**src/tpt_pkg.sv**
```systemverilog
// ---------------------------------------------------------------------------
// tpt_pkg: shared types and constants for the transfer progress tracker
// Event codes, phase codes, field widths and the divider response bundle.
// ---------------------------------------------------------------------------
package tpt_pkg;

  // Width of offsets and sizes
  localparam int SIZE_WIDTH = 32;
  // Width of the percentage field
  localparam int PCT_W = 7;
  // Width of written * 100 (100 fits in 7 bits)
  localparam int NUM_W = SIZE_WIDTH + PCT_W;

  localparam logic [PCT_W-1:0] PCT_FULL = PCT_W'(100);

  // Event codes
  localparam logic [2:0] EV_RESET    = 3'd0;
  localparam logic [2:0] EV_STARTED  = 3'd1;
  localparam logic [2:0] EV_PROGRESS = 3'd2;
  localparam logic [2:0] EV_PENDING  = 3'd3;
  localparam logic [2:0] EV_STOPPED  = 3'd4;

  // Phase codes
  localparam logic [1:0] PH_IDLE    = 2'd0;
  localparam logic [1:0] PH_RUNNING = 2'd1;
  localparam logic [1:0] PH_DONE    = 2'd2;
  localparam logic [1:0] PH_FAILED  = 2'd3;

  // Divider result bundle
  typedef struct packed {
    logic             done;
    logic [PCT_W-1:0] quot;
  } div_rsp_t;

endpackage

```
**src/tpt_if.sv**
```systemverilog
// ---------------------------------------------------------------------------
// tpt_if: valid/ready channels of the transfer progress tracker
// Event channel into the block and status channel out of it.
// ---------------------------------------------------------------------------
interface tpt_in_if;
  logic                           valid;
  logic                           ready;
  logic [2:0]                     req_type;
  logic [tpt_pkg::SIZE_WIDTH-1:0] chunk_offset;
  logic [tpt_pkg::SIZE_WIDTH-1:0] image_total;
  logic                           stop_ok;

  modport source (output valid, output req_type, output chunk_offset,
                  output image_total, output stop_ok, input ready);
  modport sink   (input valid, input req_type, input chunk_offset,
                  input image_total, input stop_ok, output ready);
endinterface

interface tpt_out_if;
  logic                           valid;
  logic                           ready;
  logic [1:0]                     phase_now;
  logic [tpt_pkg::PCT_W-1:0]      percent_done;
  logic                           busy_flag;
  logic [tpt_pkg::SIZE_WIDTH-1:0] written_now;
  logic [tpt_pkg::SIZE_WIDTH-1:0] total_now;

  modport source (output valid, output phase_now, output percent_done,
                  output busy_flag, output written_now, output total_now,
                  input ready);
  modport sink   (input valid, input phase_now, input percent_done,
                  input busy_flag, input written_now, input total_now,
                  output ready);
endinterface

```
**src/tpt_div.sv**
```systemverilog
// ---------------------------------------------------------------------------
// tpt_div: restoring divider for the progress percentage
// Produces a 7-bit quotient, one bit per cycle, with a single
// subtract-and-compare unit. The caller guarantees quotient < 128.
// ---------------------------------------------------------------------------
module tpt_div (
  input  logic                           clk,
  input  logic                           rst_n,
  input  logic                           start,
  input  logic [tpt_pkg::NUM_W-1:0]      num,
  input  logic [tpt_pkg::SIZE_WIDTH-1:0] den,
  output tpt_pkg::div_rsp_t              rsp
);

  logic                         busy_r, busy_nxt;
  logic                         done_r, done_nxt;
  logic [2:0]                   cnt_r, cnt_nxt;
  logic [tpt_pkg::NUM_W-1:0]    rem_r, rem_nxt;
  logic [tpt_pkg::NUM_W-1:0]    dsh_r, dsh_nxt;
  logic [tpt_pkg::PCT_W-1:0]    q_r, q_nxt;
  logic                         fits;

  // Compare remainder against the shifted divisor
  assign fits = (rem_r >= dsh_r);

  // Sequence: load, then one quotient bit per cycle, MSB first
  always_comb begin
    busy_nxt = busy_r;
    done_nxt = 1'b0;
    cnt_nxt  = cnt_r;
    rem_nxt  = rem_r;
    dsh_nxt  = dsh_r;
    q_nxt    = q_r;
    if (start) begin
      busy_nxt = 1'b1;
      cnt_nxt  = 3'(tpt_pkg::PCT_W - 1);
      rem_nxt  = num;
      dsh_nxt  = tpt_pkg::NUM_W'(den) << (tpt_pkg::PCT_W - 1);
      q_nxt    = '0;
    end else if (busy_r) begin
      if (fits) begin
        rem_nxt = rem_r - dsh_r;
      end
      q_nxt   = {q_r[tpt_pkg::PCT_W-2:0], fits};
      dsh_nxt = dsh_r >> 1;
      cnt_nxt = cnt_r - 3'd1;
      if (cnt_r == 3'd0) begin
        busy_nxt = 1'b0;
        done_nxt = 1'b1;
      end
    end
  end

  always_ff @(posedge clk) begin
    if (!rst_n) begin
      busy_r <= 1'b0;
      done_r <= 1'b0;
      cnt_r  <= '0;
    end else begin
      busy_r <= busy_nxt;
      done_r <= done_nxt;
      cnt_r  <= cnt_nxt;
    end
  end

  // Datapath registers hold without reset
  always_ff @(posedge clk) begin
    rem_r <= rem_nxt;
    dsh_r <= dsh_nxt;
    q_r   <= q_nxt;
  end

  assign rsp.done = done_r;
  assign rsp.quot = q_r;

endmodule

```
**src/transfer_progress_tracker.sv**
```systemverilog
// ---------------------------------------------------------------------------
// transfer_progress_tracker: image transfer phase and progress tracker
// Applies each event to phase, total and written high-water mark, then
// reports the new status with a percentage from its serial divider.
// ---------------------------------------------------------------------------
//  port     | dir | kind                | beat
//  in_ch    | in  | valid/ready sink    | one event
//  out_ch   | out | valid/ready source  | one status per event
//
//  An event goes from accept through the calc step (and the range check
//  if used) to hand-off when no division is needed, and via the 7-step
//  restoring divider, which sets the pace. One event is in work at a time;
//  in_ch.ready is high while the sequencer waits for an event, also while
//  a result beat still waits in the output register. rst_n is synchronous
//  and clears phase, total and written. A stalled out_ch holds the
//  sequencer in its hand-off step.
// ---------------------------------------------------------------------------
module transfer_progress_tracker (
  input logic      clk,
  input logic      rst_n,
  tpt_in_if.sink   in_ch,
  tpt_out_if.source out_ch
);

  localparam logic [2:0] ST_IDLE = 3'd0;
  localparam logic [2:0] ST_CALC = 3'd1;
  localparam logic [2:0] ST_CHK  = 3'd2;
  localparam logic [2:0] ST_DIV  = 3'd3;
  localparam logic [2:0] ST_PUSH = 3'd4;

  logic [2:0]                     st_r, st_nxt;
  logic [1:0]                     phase_r, phase_nxt;
  logic [tpt_pkg::SIZE_WIDTH-1:0] total_r, total_nxt;
  logic [tpt_pkg::SIZE_WIDTH-1:0] written_r, written_nxt;
  logic [tpt_pkg::NUM_W-1:0]      num_r, num_nxt;
  logic [tpt_pkg::PCT_W-1:0]      pct_r, pct_nxt;
  logic                           div_start;
  tpt_pkg::div_rsp_t              div_rsp;

  logic                           out_valid_r, out_valid_nxt;
  logic [1:0]                     out_phase_r;
  logic [tpt_pkg::PCT_W-1:0]      out_pct_r;
  logic                           out_busy_r;
  logic [tpt_pkg::SIZE_WIDTH-1:0] out_written_r;
  logic [tpt_pkg::SIZE_WIDTH-1:0] out_total_r;

  logic                           in_fire;
  logic                           out_load;
  logic [tpt_pkg::SIZE_WIDTH-1:0] prog_total;
  logic [tpt_pkg::SIZE_WIDTH-1:0] prog_max;

  assign in_ch.ready = (st_r == ST_IDLE);
  assign in_fire     = in_ch.valid && in_ch.ready;
  assign out_load    = (st_r == ST_PUSH) && (!out_valid_r || out_ch.ready);

  // Progress event: new total if given, keep the high-water mark
  assign prog_total = (in_ch.image_total != '0) ? in_ch.image_total : total_r;
  assign prog_max   = (in_ch.chunk_offset > written_r) ? in_ch.chunk_offset : written_r;

  // Apply one event to the tracker state
  always_comb begin
    phase_nxt   = phase_r;
    total_nxt   = total_r;
    written_nxt = written_r;
    if (in_fire) begin
      unique case (in_ch.req_type)
        tpt_pkg::EV_RESET: begin
          phase_nxt   = tpt_pkg::PH_IDLE;
          total_nxt   = '0;
          written_nxt = '0;
        end
        tpt_pkg::EV_STARTED: begin
          phase_nxt   = tpt_pkg::PH_RUNNING;
          total_nxt   = '0;
          written_nxt = '0;
        end
        tpt_pkg::EV_PROGRESS: begin
          phase_nxt = tpt_pkg::PH_RUNNING;
          total_nxt = prog_total;
          if (prog_total != '0 && prog_max > prog_total) begin
            written_nxt = prog_total;
          end else begin
            written_nxt = prog_max;
          end
        end
        tpt_pkg::EV_PENDING: begin
          phase_nxt = tpt_pkg::PH_DONE;
          if (total_r != '0) begin
            written_nxt = total_r;
          end
        end
        tpt_pkg::EV_STOPPED: begin
          if (phase_r != tpt_pkg::PH_DONE) begin
            phase_nxt = in_ch.stop_ok ? tpt_pkg::PH_DONE : tpt_pkg::PH_FAILED;
          end
        end
        default: begin
        end
      endcase
    end
  end

  // Sequencer: scale, range check, divide, hand off
  always_comb begin
    st_nxt    = st_r;
    num_nxt   = num_r;
    pct_nxt   = pct_r;
    div_start = 1'b0;
    unique case (st_r)
      ST_IDLE: begin
        if (in_fire) begin
          st_nxt = ST_CALC;
        end
      end
      ST_CALC: begin
        num_nxt = (tpt_pkg::NUM_W'(written_r) << 6) + (tpt_pkg::NUM_W'(written_r) << 5)
                + (tpt_pkg::NUM_W'(written_r) << 2);
        if (phase_r == tpt_pkg::PH_DONE) begin
          pct_nxt = tpt_pkg::PCT_FULL;
          st_nxt  = ST_PUSH;
        end else if (phase_r != tpt_pkg::PH_RUNNING || total_r == '0) begin
          pct_nxt = '0;
          st_nxt  = ST_PUSH;
        end else begin
          st_nxt = ST_CHK;
        end
      end
      ST_CHK: begin
        // Saturate when the quotient would not fit in 7 bits
        if (num_r >= {total_r, {tpt_pkg::PCT_W{1'b0}}}) begin
          pct_nxt = tpt_pkg::PCT_FULL;
          st_nxt  = ST_PUSH;
        end else begin
          div_start = 1'b1;
          st_nxt    = ST_DIV;
        end
      end
      ST_DIV: begin
        if (div_rsp.done) begin
          pct_nxt = (div_rsp.quot > tpt_pkg::PCT_FULL) ? tpt_pkg::PCT_FULL : div_rsp.quot;
          st_nxt  = ST_PUSH;
        end
      end
      ST_PUSH: begin
        if (out_load) begin
          st_nxt = ST_IDLE;
        end
      end
      default: begin
        st_nxt = ST_IDLE;
      end
    endcase
  end

  // Output valid: set on load, drop when the beat is taken
  always_comb begin
    out_valid_nxt = out_valid_r;
    if (out_load) begin
      out_valid_nxt = 1'b1;
    end else if (out_ch.ready) begin
      out_valid_nxt = 1'b0;
    end
  end

  always_ff @(posedge clk) begin
    if (!rst_n) begin
      st_r        <= ST_IDLE;
      phase_r     <= tpt_pkg::PH_IDLE;
      total_r     <= '0;
      written_r   <= '0;
      out_valid_r <= 1'b0;
    end else begin
      st_r        <= st_nxt;
      phase_r     <= phase_nxt;
      total_r     <= total_nxt;
      written_r   <= written_nxt;
      out_valid_r <= out_valid_nxt;
    end
  end

  // Payload registers
  always_ff @(posedge clk) begin
    num_r <= num_nxt;
    pct_r <= pct_nxt;
    if (out_load) begin
      out_phase_r   <= phase_r;
      out_pct_r     <= pct_r;
      out_busy_r    <= (phase_r == tpt_pkg::PH_RUNNING) || (phase_r == tpt_pkg::PH_DONE);
      out_written_r <= written_r;
      out_total_r   <= total_r;
    end
  end

  tpt_div u_div (
    .clk   (clk),
    .rst_n (rst_n),
    .start (div_start),
    .num   (num_r),
    .den   (total_r),
    .rsp   (div_rsp)
  );

  assign out_ch.valid        = out_valid_r;
  assign out_ch.phase_now    = out_phase_r;
  assign out_ch.percent_done = out_pct_r;
  assign out_ch.busy_flag    = out_busy_r;
  assign out_ch.written_now  = out_written_r;
  assign out_ch.total_now    = out_total_r;

  // Checks
  a_accept_to_calc: assert property (@(posedge clk) disable iff (!rst_n)
    in_fire |=> st_r == ST_CALC)
    else $error("accepted event did not enter the calc step");

  a_div_done_in_div: assert property (@(posedge clk) disable iff (!rst_n)
    div_rsp.done |-> st_r == ST_DIV)
    else $error("divider finished outside the divide step");

  a_written_clamped: assert property (@(posedge clk) disable iff (!rst_n)
    (phase_r == tpt_pkg::PH_RUNNING && total_r != '0) |-> written_r <= total_r)
    else $error("written exceeds a known total while running");

  a_pct_range: assert property (@(posedge clk) disable iff (!rst_n)
    out_valid_r |-> out_pct_r <= tpt_pkg::PCT_FULL)
    else $error("percentage above 100");

  a_state_holds_busy: assert property (@(posedge clk) disable iff (!rst_n)
    (st_r != ST_IDLE) |=> ($stable(phase_r) && $stable(written_r) && $stable(total_r)))
    else $error("tracker state changed while an event was in work");

endmodule

```
**src/flat_wrapper.sv**
```systemverilog
// flat-port wrapper written by rule: the top's interface ports become plain ports
module transfer_progress_tracker_flat 
  (clk, rst_n, in_ch_valid, in_ch_req_type, in_ch_chunk_offset, in_ch_image_total, in_ch_stop_ok, in_ch_ready, out_ch_valid, out_ch_phase_now, out_ch_percent_done, out_ch_busy_flag, out_ch_written_now, out_ch_total_now, out_ch_ready);
  tpt_in_if in_ch_i ();
  tpt_out_if out_ch_i ();
  input logic clk;
  input logic rst_n;
  input wire logic [$bits(in_ch_i.valid)-1:0] in_ch_valid;
  input wire logic [$bits(in_ch_i.req_type)-1:0] in_ch_req_type;
  input wire logic [$bits(in_ch_i.chunk_offset)-1:0] in_ch_chunk_offset;
  input wire logic [$bits(in_ch_i.image_total)-1:0] in_ch_image_total;
  input wire logic [$bits(in_ch_i.stop_ok)-1:0] in_ch_stop_ok;
  output wire logic [$bits(in_ch_i.ready)-1:0] in_ch_ready;
  output wire logic [$bits(out_ch_i.valid)-1:0] out_ch_valid;
  output wire logic [$bits(out_ch_i.phase_now)-1:0] out_ch_phase_now;
  output wire logic [$bits(out_ch_i.percent_done)-1:0] out_ch_percent_done;
  output wire logic [$bits(out_ch_i.busy_flag)-1:0] out_ch_busy_flag;
  output wire logic [$bits(out_ch_i.written_now)-1:0] out_ch_written_now;
  output wire logic [$bits(out_ch_i.total_now)-1:0] out_ch_total_now;
  input wire logic [$bits(out_ch_i.ready)-1:0] out_ch_ready;
  assign in_ch_i.valid = in_ch_valid;
  assign in_ch_i.req_type = in_ch_req_type;
  assign in_ch_i.chunk_offset = in_ch_chunk_offset;
  assign in_ch_i.image_total = in_ch_image_total;
  assign in_ch_i.stop_ok = in_ch_stop_ok;
  assign in_ch_ready = in_ch_i.ready;
  assign out_ch_valid = out_ch_i.valid;
  assign out_ch_phase_now = out_ch_i.phase_now;
  assign out_ch_percent_done = out_ch_i.percent_done;
  assign out_ch_busy_flag = out_ch_i.busy_flag;
  assign out_ch_written_now = out_ch_i.written_now;
  assign out_ch_total_now = out_ch_i.total_now;
  assign out_ch_i.ready = out_ch_ready;
  transfer_progress_tracker u_core (.clk(clk), .rst_n(rst_n), .in_ch(in_ch_i), .out_ch(out_ch_i));
endmodule
```
**config.mk**
```make
export PLATFORM = sky130hd
export DESIGN_NAME = transfer_progress_tracker_flat
export DESIGN_NICKNAME = d
export VERILOG_FILES = /design/src/tpt_pkg.sv /design/src/tpt_if.sv /design/src/tpt_div.sv /design/src/transfer_progress_tracker.sv /design/src/flat_wrapper.sv
export SDC_FILE = /design/constraint.sdc
export NUM_CORES = 1
export LEC_CHECK = 0
export ABC_AREA = 1
export BUFFER_PORTS_ARGS = -buffer_cell sky130_fd_sc_hd__buf_2
export CAP_MARGIN = 25
export CORE_UTILIZATION = 30
export CTS_CLUSTER_SIZE = 12
export DETAILED_ROUTE_END_ITERATION = 16
export PLACE_DENSITY = 0.5
export SKIP_LAST_GASP = 1
export SYNTH_ARGS = -nofsm -noshare
export SYNTH_HDL_FRONTEND = slang
export SYNTH_SLANG_ARGS = --single-unit
export TNS_END_PERCENT = 5
```
**constraint.sdc**
```tcl
create_clock -name clk -period 6.7 [get_ports clk]
set_input_delay 0.335 -clock clk [delete_from_list [all_inputs] [get_ports clk]]
set_output_delay 0.335 -clock clk [all_outputs]
set_load 0.01 [all_outputs]
```
==> impl_metrics.toml, run 1 <==
[sta]
setup_ws_ns = 0.6232
fin_tns_setup_ns = 0
rsz0062_at_grt = "no"
max_slew_margin = 0.4194
hold_viol = 0
slew_viol_final = 0
period_needed_ns = 6.077
period_share = 0.9070
worst_clock_skew_ns = 0.02714
worstMarginPinSlew_ns = 0.8629
fmax_mhz = 164.6
setup_violations = 0

[routing]
postRouteAntennaNets = 0
drtPass1Iterations = 5
num_vias = 16314
post_drt_wl_per_cell_um = 18.15
drt-total-wl_um = 59900
drc_errors = 0
drt-initial-drc-count = 1242
avgViaCountPerCell = 4.944

[synth]
synth_compound_area_frac = 0.1512
muxShareOfSynthArea = 0
ys_seq_elements = 277
yosys.area_share.xor_xnor = 0.02782
synthesis.area_um2 = 18890
syn_area_per_cell_um2 = 8.219
synthCells = 2298
ys_warn_count = 0
ys_seq_area_frac = 0.3937
synth_top_family_by_area = "simple AND/OR/NAND/NOR gates"
synth_top_flop_cell = "edfxtp_1"
yosys.area_share.adder = 0.1477
synthArstFlopShare = 0
synth.net_count = 2575
synth-edff-count = 189
synth_cell_types = 41
yosys.area_share.simple = 0.2005

[clock_tree]
htreeDepth = 2
cts_resized = 0
cts_tree = "done"
numCtsBuffers = 35
clk_latency_ns = 0.55
holdBufCountCts = 0
clock_sinks = 277
cts_setup_buffers = 0
cts_root_buf = "clkbuf_16"
clk_path_buf_depth = 3
path_clk_slew_ns = 0.06

[global_route]
grt_max_degree = 59
grtUsageTotal = 0.1881
overflow = 0
grt_pass1_wl_um = 93900
antenna_found_initial = 0
grt_pass1_vias = 16773

[power_and_ir_drop]
power_frac_seq = 0.395
switching_power_uw = 1763
pwr-share-comb = 0.248
sw_frac_of_total = 0.3275
power.static_leakage_uw = 0.009291
vdd_drop_max_mv = 0.1487
clkPwrFrac = 0.357
intPower_uw = 3620
p_total_uw = 5383
p_per_area_nw_per_um2 = 248.1

[die]
pin_count = 148
fp.dieArea_um2 = 63970
start_util = 0.3049
die_y_um = 252.9
core_area_um2 = 61940
die_x_um = 252.9
row_count = 91

[worst_setup_path]
setup.worst_path.start_class = "register"
cp_data_arrival_time_ns = 6.50
endpoint_kind = "register"
path_class = "reg2reg"
worstPathRequired_ns = 7.12
path_max_fanout = 33

[placement]
pre_cts_slack_ns = 0.7149
place_area_um2 = 20550
io_buffers = 147
dp_cells = 3237
dpl.hpwl_um = 46330
gp_congestion = 0.9313

[cells_and_area]
nets = 2714
drive_gt1_frac = 0.1149
fin_cells = 3300
regArea_um2 = 7437
stdcell_area_um2 = 21690
synthToLayoutAreaGrowth_pct = 14.85
diodes = 0
n_fill_cell = 6526
multi_input_area_um2 = 9987

[worst_hold_path]
hold_path.class = "in2reg"

[run]
maxCapViolations = 0

[status]
status = "finished clean"
==> area by class of cell <==
cell class / instances / share of cell area
Inverter: 310 / 0.05364
Sequential cell: 277 / 0.3428
Clock inverter: 18 / 0.008248
Multi-Input combinational cell: 1642 / 0.4604
Clock buffer: 45 / 0.04453
Timing Repair Buffer: 171 / 0.04210
Tap cell: 837 / 0.04828
==> path summary, 6_finish.rpt <==
| path | slack [ns] | end | start | cells after the start |
|---|---|---|---|---|
| hold reg to reg | 0.42 | u_core.out_ch.percent_done[5]$_DFFE_PP_ | u_core.pct_r[5]$_DFFE_PP_ | 0 |
| hold / removal | 0.07 | u_core.phase_r[0]$_SDFFE_PN0P_ | in_ch_stop_ok | 3 |
| setup reg to reg | 0.62 | u_core.written_r[30]$_SDFFE_PN0P_ | u_core.written_r[30]$_SDFFE_PN0P_ | 24 |
| setup / recovery | 0.62 | u_core.written_r[30]$_SDFFE_PN0P_ | u_core.written_r[30]$_SDFFE_PN0P_ | 24 |
==> metal layers <==
metal  up-vias  wire (µm)  GRT usage
met5         -          0          0
met2       405      27900     0.3150
met3        94       2674    0.02765
li1       8102          -          -
met1      7713      27480     0.2467
met4         0       1849    0.06303
==> registers in the layout (all words and copies together), names as in the netlist <==
| register | cells |
|---|---|
| u_core.total_r | 32 |
| u_core.u_div.dsh_r | 38 |
| u_core.u_div.cnt_r | 3 |
| u_core.out_ch.total_now | 32 |
| u_core.pct_r | 7 |
| u_core.out_ch.percent_done | 7 |
| u_core.u_div.q_r | 7 |
| u_core.out_ch.written_now | 32 |
| u_core.u_div.done_r | 1 |
| u_core.out_ch.phase_now | 2 |
| u_core.out_ch.busy_flag | 1 |
| u_core.u_div.rem_r | 39 |
| u_core.out_ch.valid | 1 |
| u_core.st_r | 3 |
| u_core.phase_r | 2 |
| u_core.num_r | 37 |
| u_core.u_div.busy_r | 1 |
| u_core.written_r | 32 |
==> metrics by stage <==
step	hold slack, ns	util
final	0.07044	0.3502
after detailed placement	0.4072	0.3318
after global routing	0.07236	0.3502
after floorplan	0.4003	-
after global placement	0.4108	0.3317
after CTS	0.04204	0.3502
==> power by group through the flow <==
stage | clock [µW] | combinational, µW | sequential [µW]
floorplan | 0 | 974 | 2120
global placement | 0 | 1310 | 2160
detailed placement | 0 | 1330 | 2160
CTS | 1970 | 1340 | 2130
global route | 2040 | 1520 | 2140
finish | 1920 | 1340 | 2130
==> critical path, cell delays in order (launching register included) <==
cell and delay [ns]:
dfxtp_1 0.47, inv_1 0.22, ha_1 0.34, nand4_1 0.09, inv_1 0.08, nand2_1 0.10
nor4_1 0.67, nand3_1 0.14, buf_4 0.29, nand2_1 0.50, buf_4 0.31, nand2_1 0.07
nand2_1 0.11, inv_1 0.05, ha_1 0.30, nand4_1 0.12, nor3_1 0.27, nand2_1 0.19
nor3_1 0.50, a21oi_2 0.26, buf_4 0.24, nand2_4 0.34, nand2_1 0.10, nand3_1 0.11
a21oi_2 0.06
==> Yosys cell counts, drive strengths merged, types with 23 or more instances <==
| master | n | area, µm² |
|---|---|---|
| clkbuf | 54 | 202.7 |
| inv | 309 | 1160 |
| o21ai | 156 | 780.8 |
| nor2 | 140 | 543.0 |
| nand4 | 33 | 206.5 |
| nand3b | 33 | 247.7 |
| edfxtp | 189 | 5675 |
| nand3 | 142 | 710.7 |
| o211ai | 23 | 172.7 |
| a21oi | 272 | 1474 |
| ha | 175 | 2190 |
| xnor2 | 24 | 210.2 |
| fa | 30 | 600.6 |
| nand2 | 475 | 1823 |
| xor2 | 36 | 315.3 |
| dfxtp | 88 | 1762 |
==> kinds of logic (layout without fill, tap and decap cells) <==
family,Yosys count,in the layout
flip-flops,277,277
XOR/XNOR,60,60
AND/OR/NAND/NOR,868,868
buffers and inverters,379,544
AO/OA/AOI/OAI,509,509
adder cells (fa/ha/maj),205,205
==> layout by cell type (no fill, tap or decap), drive strengths merged, types with 23 or more instances in the layout <==
| cell type | synthesis | routed |
|---|---|---|
| ha | 175 | 175 |
| o211ai | 23 | 23 |
| buf | 15 | 171 |
| dfxtp | 88 | 88 |
| xnor2 | 24 | 24 |
| xor2 | 36 | 36 |
| a21oi | 272 | 272 |
| nand3 | 142 | 142 |
| nand4 | 33 | 33 |
| fa | 30 | 30 |
| nand2 | 475 | 475 |
| o21ai | 156 | 156 |
| clkbuf | 54 | 45 |
| edfxtp | 189 | 189 |
| nor2 | 140 | 140 |
| inv | 309 | 312 |
| nand3b | 33 | 33 |
Note: power is estimated with default switching activity, not from simulation.
==> run 2, diff against run 1 <==
SYNTH_HIERARCHICAL = 1   (was unset)
==> impl_metrics.toml, run 2 <==
[status]
status = "finished clean"

[synth]
yosys-top-cells-count = "622 x nand2_1, 333 x inv_1, 191 x a21oi_1, 189 x edfxtp_1, 175 x ha_1"
ys_seq_elements = 277
yosysMostFrequentCell = "nand2_1"
ys_warn_count = 6
synthesis.area_um2 = 19240
synth_cell_types = 46
synth-edff-count = 189
synthTopCellsByArea = "edfxtp_1 29%, nand2_1 12%, ha_1 11%"
ys_seq_area_frac = 0.3865
yosys.area.top_type = "edfxtp_1"
syn_area_per_cell_um2 = 7.966
synthArstFlopShare = 0
synth_top_flop_cell = "edfxtp_1"
synth.top_cell.area_share = 0.2949
synthCells = 2416

[routing]
post_drt_wl_per_cell_um = 17.97
drt-total-wl_um = 61590
num_vias = 16673
drc_errors = 0
postRouteAntennaNets = 0
avgViaCountPerCell = 4.865
drtPass1Iterations = 5
drt-initial-drc-count = 998

[power_and_ir_drop]
sw_frac_of_total = 0.3112
switching_power_uw = 1652
power.static_leakage_uw = 0.01008
pwr-share-comb = 0.224
clkPwrFrac = 0.379
vdd_drop_max_mv = 0.1461
intPower_uw = 3656
p_per_area_nw_per_um2 = 240.2
power_frac_seq = 0.397

[clock_tree]
clk_path_buf_depth = 3
holdBufCountCts = 0
clk_latency_ns = 0.55
cts_setup_buffers = 0
numCtsBuffers = 35
cts_tree = "done"
htreeDepth = 2
clock_sinks = 277
cts_root_buf = "clkbuf_16"
cts_resized = 0
path_clk_slew_ns = 0.06

[sta]
max_slew_margin = 0.2385
rsz0062_at_grt = "no"
fin_tns_setup_ns = 0
fmax_mhz = 163.6
setup_ws_ns = 0.5884
slew_viol_final = 0
worst_clock_skew_ns = 0.02234
worstMarginPinSlew_ns = 1.138
hold_viol = 0
period_share = 0.9122
setup_violations = 0
period_needed_ns = 6.112

[placement]
dpl.hpwl_um = 48390
pre_cts_slack_ns = 0.6625
place_area_um2 = 20870
io_buffers = 147
gp_congestion = 0.8930

[worst_setup_path]
path_max_fanout = 33
cp_data_arrival_time_ns = 6.59
endpoint_kind = "register"
ff2ff_setup_slack_ns = 0.59
crit_chain = "inv_1 -> ha_1 -> nand4_1 -> inv_1 -> nand2_1 -> nor4b_1 -> nand4_1 -> buf_4 -> nand2_1 -> buf_4 -> nand2_1 -> nand2_1 -> inv_1 -> ha_1 -> nand4_1 -> inv_1 -> nand2_1 -> nor4_1 -> nand2_1 -> a21oi_2 -> nand2_4 -> nand2_1 -> nand3_1 -> a21oi_2"
slowest_delay_ns = 0.77
setup.worst_path.start_class = "register"
path_class = "reg2reg"
cpMaxStageDelayCell = "a21oi_2"
worstPathRequired_ns = 7.18
crit_top_cell = "nand2_1"

[cells_and_area]
nets = 2831
largestRegisters = "u_core/u_div/rem_r (39), u_core/u_div/dsh_r (38), u_core/num_r (37)"
stdcell_area_um2 = 22090
regMostFlops = "u_core/u_div/rem_r"
largest_reg_flops = 39
final_core_util = 0.3496
layout_common_cells = "622 x nand2_1, 331 x inv_1, 190 x a21oi_1, 189 x edfxtp_1, 175 x ha_1"
drive_gt1_frac = 0.1233
final_common_cell = "nand2_1"
synthToLayoutAreaGrowth_pct = 14.81

[global_route]
grtUsageTotal = 0.1897
overflow = 0
antenna_found_initial = 0
grt_max_degree = 63
grt_pass1_wl_um = 95090
grt_pass1_vias = 16797

[worst_hold_path]
hold_path.class = "in2reg"

[die]
pin_count = 148
die_x_um = 255.3
row_count = 92
start_util = 0.3045
die_y_um = 255.3
core_area_um2 = 63200
fp.dieArea_um2 = 65170

[run]
maxCapViolations = 0
## run 2: cell types whose count changed in the layout (fill, tap and decap cells not counted), sizes merged, moves of 12 or more
cell and delta:
a21oi -47, inv +22, nand2 +176, nand3 +12, nor2 +21, o211ai -14
o21ai -31, o22ai +27
## run 2: area by class of cell
class / instances / area (µm²)
multi-input combinational: 1742 / 10260
tap: 846 / 1059
clock buffer: 47 / 1033
antenna: 1 / 2.502
fill: 6658 / 41100
clock inverter: 16 / 187.7
inverter: 335 / 1257
sequential: 277 / 7437
timing repair buffer: 163 / 855.8
## run 2: metrics by stage
stage / cells / hold slack, ns / total power, µW
after CTS: 3426 / 0.08049 / 5367
after global placement: 3363 / 0.4040 / 3305
final: 3427 / 0.1102 / 5307
after detailed placement: 3363 / 0.4045 / 3330
after floorplan: 2417 / 0.4003 / 2971
after global routing: 3426 / 0.1109 / 5596
## run 2: kinds of logic (layout without fill, tap and decap cells)
family	after synthesis	count (layout)	synth area share
and+or+nand+nor	1073	1073	0.2443
AOI/OAI and AO/OA	418	418	0.1223
buffers and inverters	398	561	0.08179
DFF	277	277	0.3865
adders and majority gates	205	205	0.1450
xor gates and xnor gates	44	44	0.02002
other	1	3	0.0001949
## run 2: path summary, 6_finish.rpt
check / cells past startpoint / end / from
max: 24 / u_core/written_r[29]$_SDFFE_PN0P_ / u_core/written_r[31]$_SDFFE_PN0P_
min: 4 / u_core/out_ch.valid$_SDFFE_PN0P_ / out_ch_ready
max reg2reg: 24 / u_core/written_r[29]$_SDFFE_PN0P_ / u_core/written_r[31]$_SDFFE_PN0P_
min reg2reg: 0 / u_core/out_ch.percent_done[1]$_DFFE_PP_ / u_core/pct_r[1]$_SDFFCE_PP0P_
## run 2: worst max-delay path: cells and delay by family (launching register included)
family / cells / cell delay, ns
DFF: 1 / 0.54
and+or+nand+nor: 14 / 3.01
adders and majority gates: 2 / 0.63
buffers and inverters: 6 / 0.93
AOI/OAI and AO/OA: 2 / 0.90
## run 2: power by group through the flow
stage | Sequential, µW | Combinational (µW) | Clock [µW]
6_report | 2110 | 1190 | 2010
3_3_place_gp | 2140 | 1170 | 0
4_1_cts | 2110 | 1190 | 2070
2_1_floorplan | 2110 | 857 | 0
5_1_grt | 2120 | 1360 | 2120
3_5_place_dp | 2140 | 1190 | 0
## run 2: metal layers
metal / global-route usage / up-vias / part of all wire
met5: 0 / - / 0
met4: 0.06484 / 0 / 0.030
met3: 0.02288 / 81 / 0.044
met2: 0.3129 / 374 / 0.46
met1: 0.2557 / 7876 / 0.47
li1: - / 8342 / -
==> run 3, diff against run 2 <==
PLACE_DENSITY = 0.57   (was 0.5)
==> impl_metrics.toml, run 3 (same netlist as run 2, synthesis figures left out) <==
[global_route]
overflow = 0
grtUsageTotal = 0.1819
grt_pass1_vias = 16187
grt_pass1_wl_um = 91190
antenna_found_initial = 0
grt_max_degree = 62

[clock_tree]
cts_setup_buffers = 0
clk_path_buf_depth = 3
clk_latency_ns = 0.55
cts_tree = "done"
htreeDepth = 2
path_clk_slew_ns = 0.06
cts_resized = 0
clock_sinks = 277
numCtsBuffers = 34
holdBufCountCts = 0
cts_root_buf = "clkbuf_16"

[cells_and_area]
largest_reg_flops = 39
fin_cells = 3427
final_common_cell = "nand2_1"
layout_common_cells = "622 x nand2_1, 332 x inv_1, 190 x a21oi_1, 189 x edfxtp_1, 175 x ha_1"
drive_gt1_frac = 0.1193
stdcell_area_um2 = 21930
nets = 2833
regMostFlops = "u_core/u_div/rem_r"
largestRegisters = "u_core/u_div/rem_r (39), u_core/u_div/dsh_r (38), u_core/num_r (37)"
diodes = 0
synthToLayoutAreaGrowth_pct = 13.95

[power_and_ir_drop]
vdd_drop_max_mv = 0.1344
power.static_leakage_uw = 0.009985
p_per_area_nw_per_um2 = 229.9

[die]
core_area_um2 = 63200
die_y_um = 255.3
pin_count = 148
row_count = 92
die_x_um = 255.3
start_util = 0.3045
fp.dieArea_um2 = 65170

[sta]
fmax_mhz = 181.8
setup_ws_ns = 1.200
slew_viol_final = 0
max_slew_margin = 0.3048
worstMarginPinSlew_ns = 1.042
rsz0062_at_grt = "no"
hold_viol = 0
fin_tns_setup_ns = 0
setup_violations = 0
worst_clock_skew_ns = 0.02113
period_share = 0.8209
period_needed_ns = 5.500

[status]
status = "finished clean"

[worst_setup_path]
ff2ff_setup_slack_ns = 1.20
path_class = "reg2reg"
worstPathRequired_ns = 7.12
critPathBufInv = 7
slowest_delay_ns = 0.72
crit_top_cell = "nand2_1"
critPathTopFamily = "simple AND/OR/NAND/NOR gates"
worst-path-stages = 25
cpMaxStageDelayCell = "nor4b_1"
endpoint_kind = "register"
reg2reg_depth = 25
setup.worst_path.start_class = "register"
path_max_fanout = 32
cp_data_arrival_time_ns = 5.92

[worst_hold_path]
hold_path.class = "in2reg"
min_path_cells = 4

[routing]
drc_errors = 0
post_drt_wl_per_cell_um = 17.24
postRouteAntennaNets = 0
drt-initial-drc-count = 1273
avgViaCountPerCell = 4.868
num_vias = 16682
drtPass1Iterations = 6
drt-total-wl_um = 59070

[placement]
place_area_um2 = 20890
gp_congestion = 0.9377
pre_cts_slack_ns = 1.207
io_buffers = 147
dpl.hpwl_um = 46000
dp_cells = 3365

[run]
maxCapViolations = 0
==> run 3: final cells by class <==
class	count	area, µm²
Fill cell	6687	41270
Multi-Input combinational cell	1742	10270
Sequential cell	277	7437
Inverter	335	1257
Tap cell	846	1059
Clock buffer	54	987.2
Timing Repair Buffer	166	878.3
Clock inverter	7	42.54
==> run 3: metal layers <==
layer  up-vias  track usage  wire length, µm
met5         -            0                0
met4         0      0.04910             1355
met3        86      0.02532             2945
met2       402       0.3003            27370
met1      7847       0.2476            27400
li1       8347            -                -
==> run 3: per-stage QoR <==
stage,hold WS [ns],power [µW],utilization
floorplan,0.4003,2971,-
global placement,0.4058,3303,0.3306
detailed placement,0.4045,3312,0.3306
CTS,0.08845,5090,0.3469
global route,0.1373,5328,0.3470
finish,0.1257,5042,0.3470
==> run 3: power by group <==
group / leakage, µW / total [µW] / switching (µW) / internal (µW)
clock: 0.000498 / 1760 / 749 / 1010
combinational: 0.00701 / 1170 / 747 / 427
sequential: 0.00248 / 2110 / 119 / 1990
==> run 3: path summary, 6_finish.rpt <==
check / from / endpoint
min: out_ch_ready / u_core/out_ch.valid$_SDFFE_PN0P_
min reg2reg: u_core/pct_r[1]$_SDFFCE_PP0P_ / u_core/out_ch.percent_done[1]$_DFFE_PP_
max: u_core/written_r[30]$_SDFFE_PN0P_ / u_core/written_r[25]$_SDFFE_PN0P_
max reg2reg: u_core/written_r[30]$_SDFFE_PN0P_ / u_core/written_r[25]$_SDFFE_PN0P_
==> run 3: worst min-delay path, cell delays in order <==
cell	delay, ns
buf_2	0.08
nor2_1	0.07
nor2_1	0.10
nor2_1	0.04
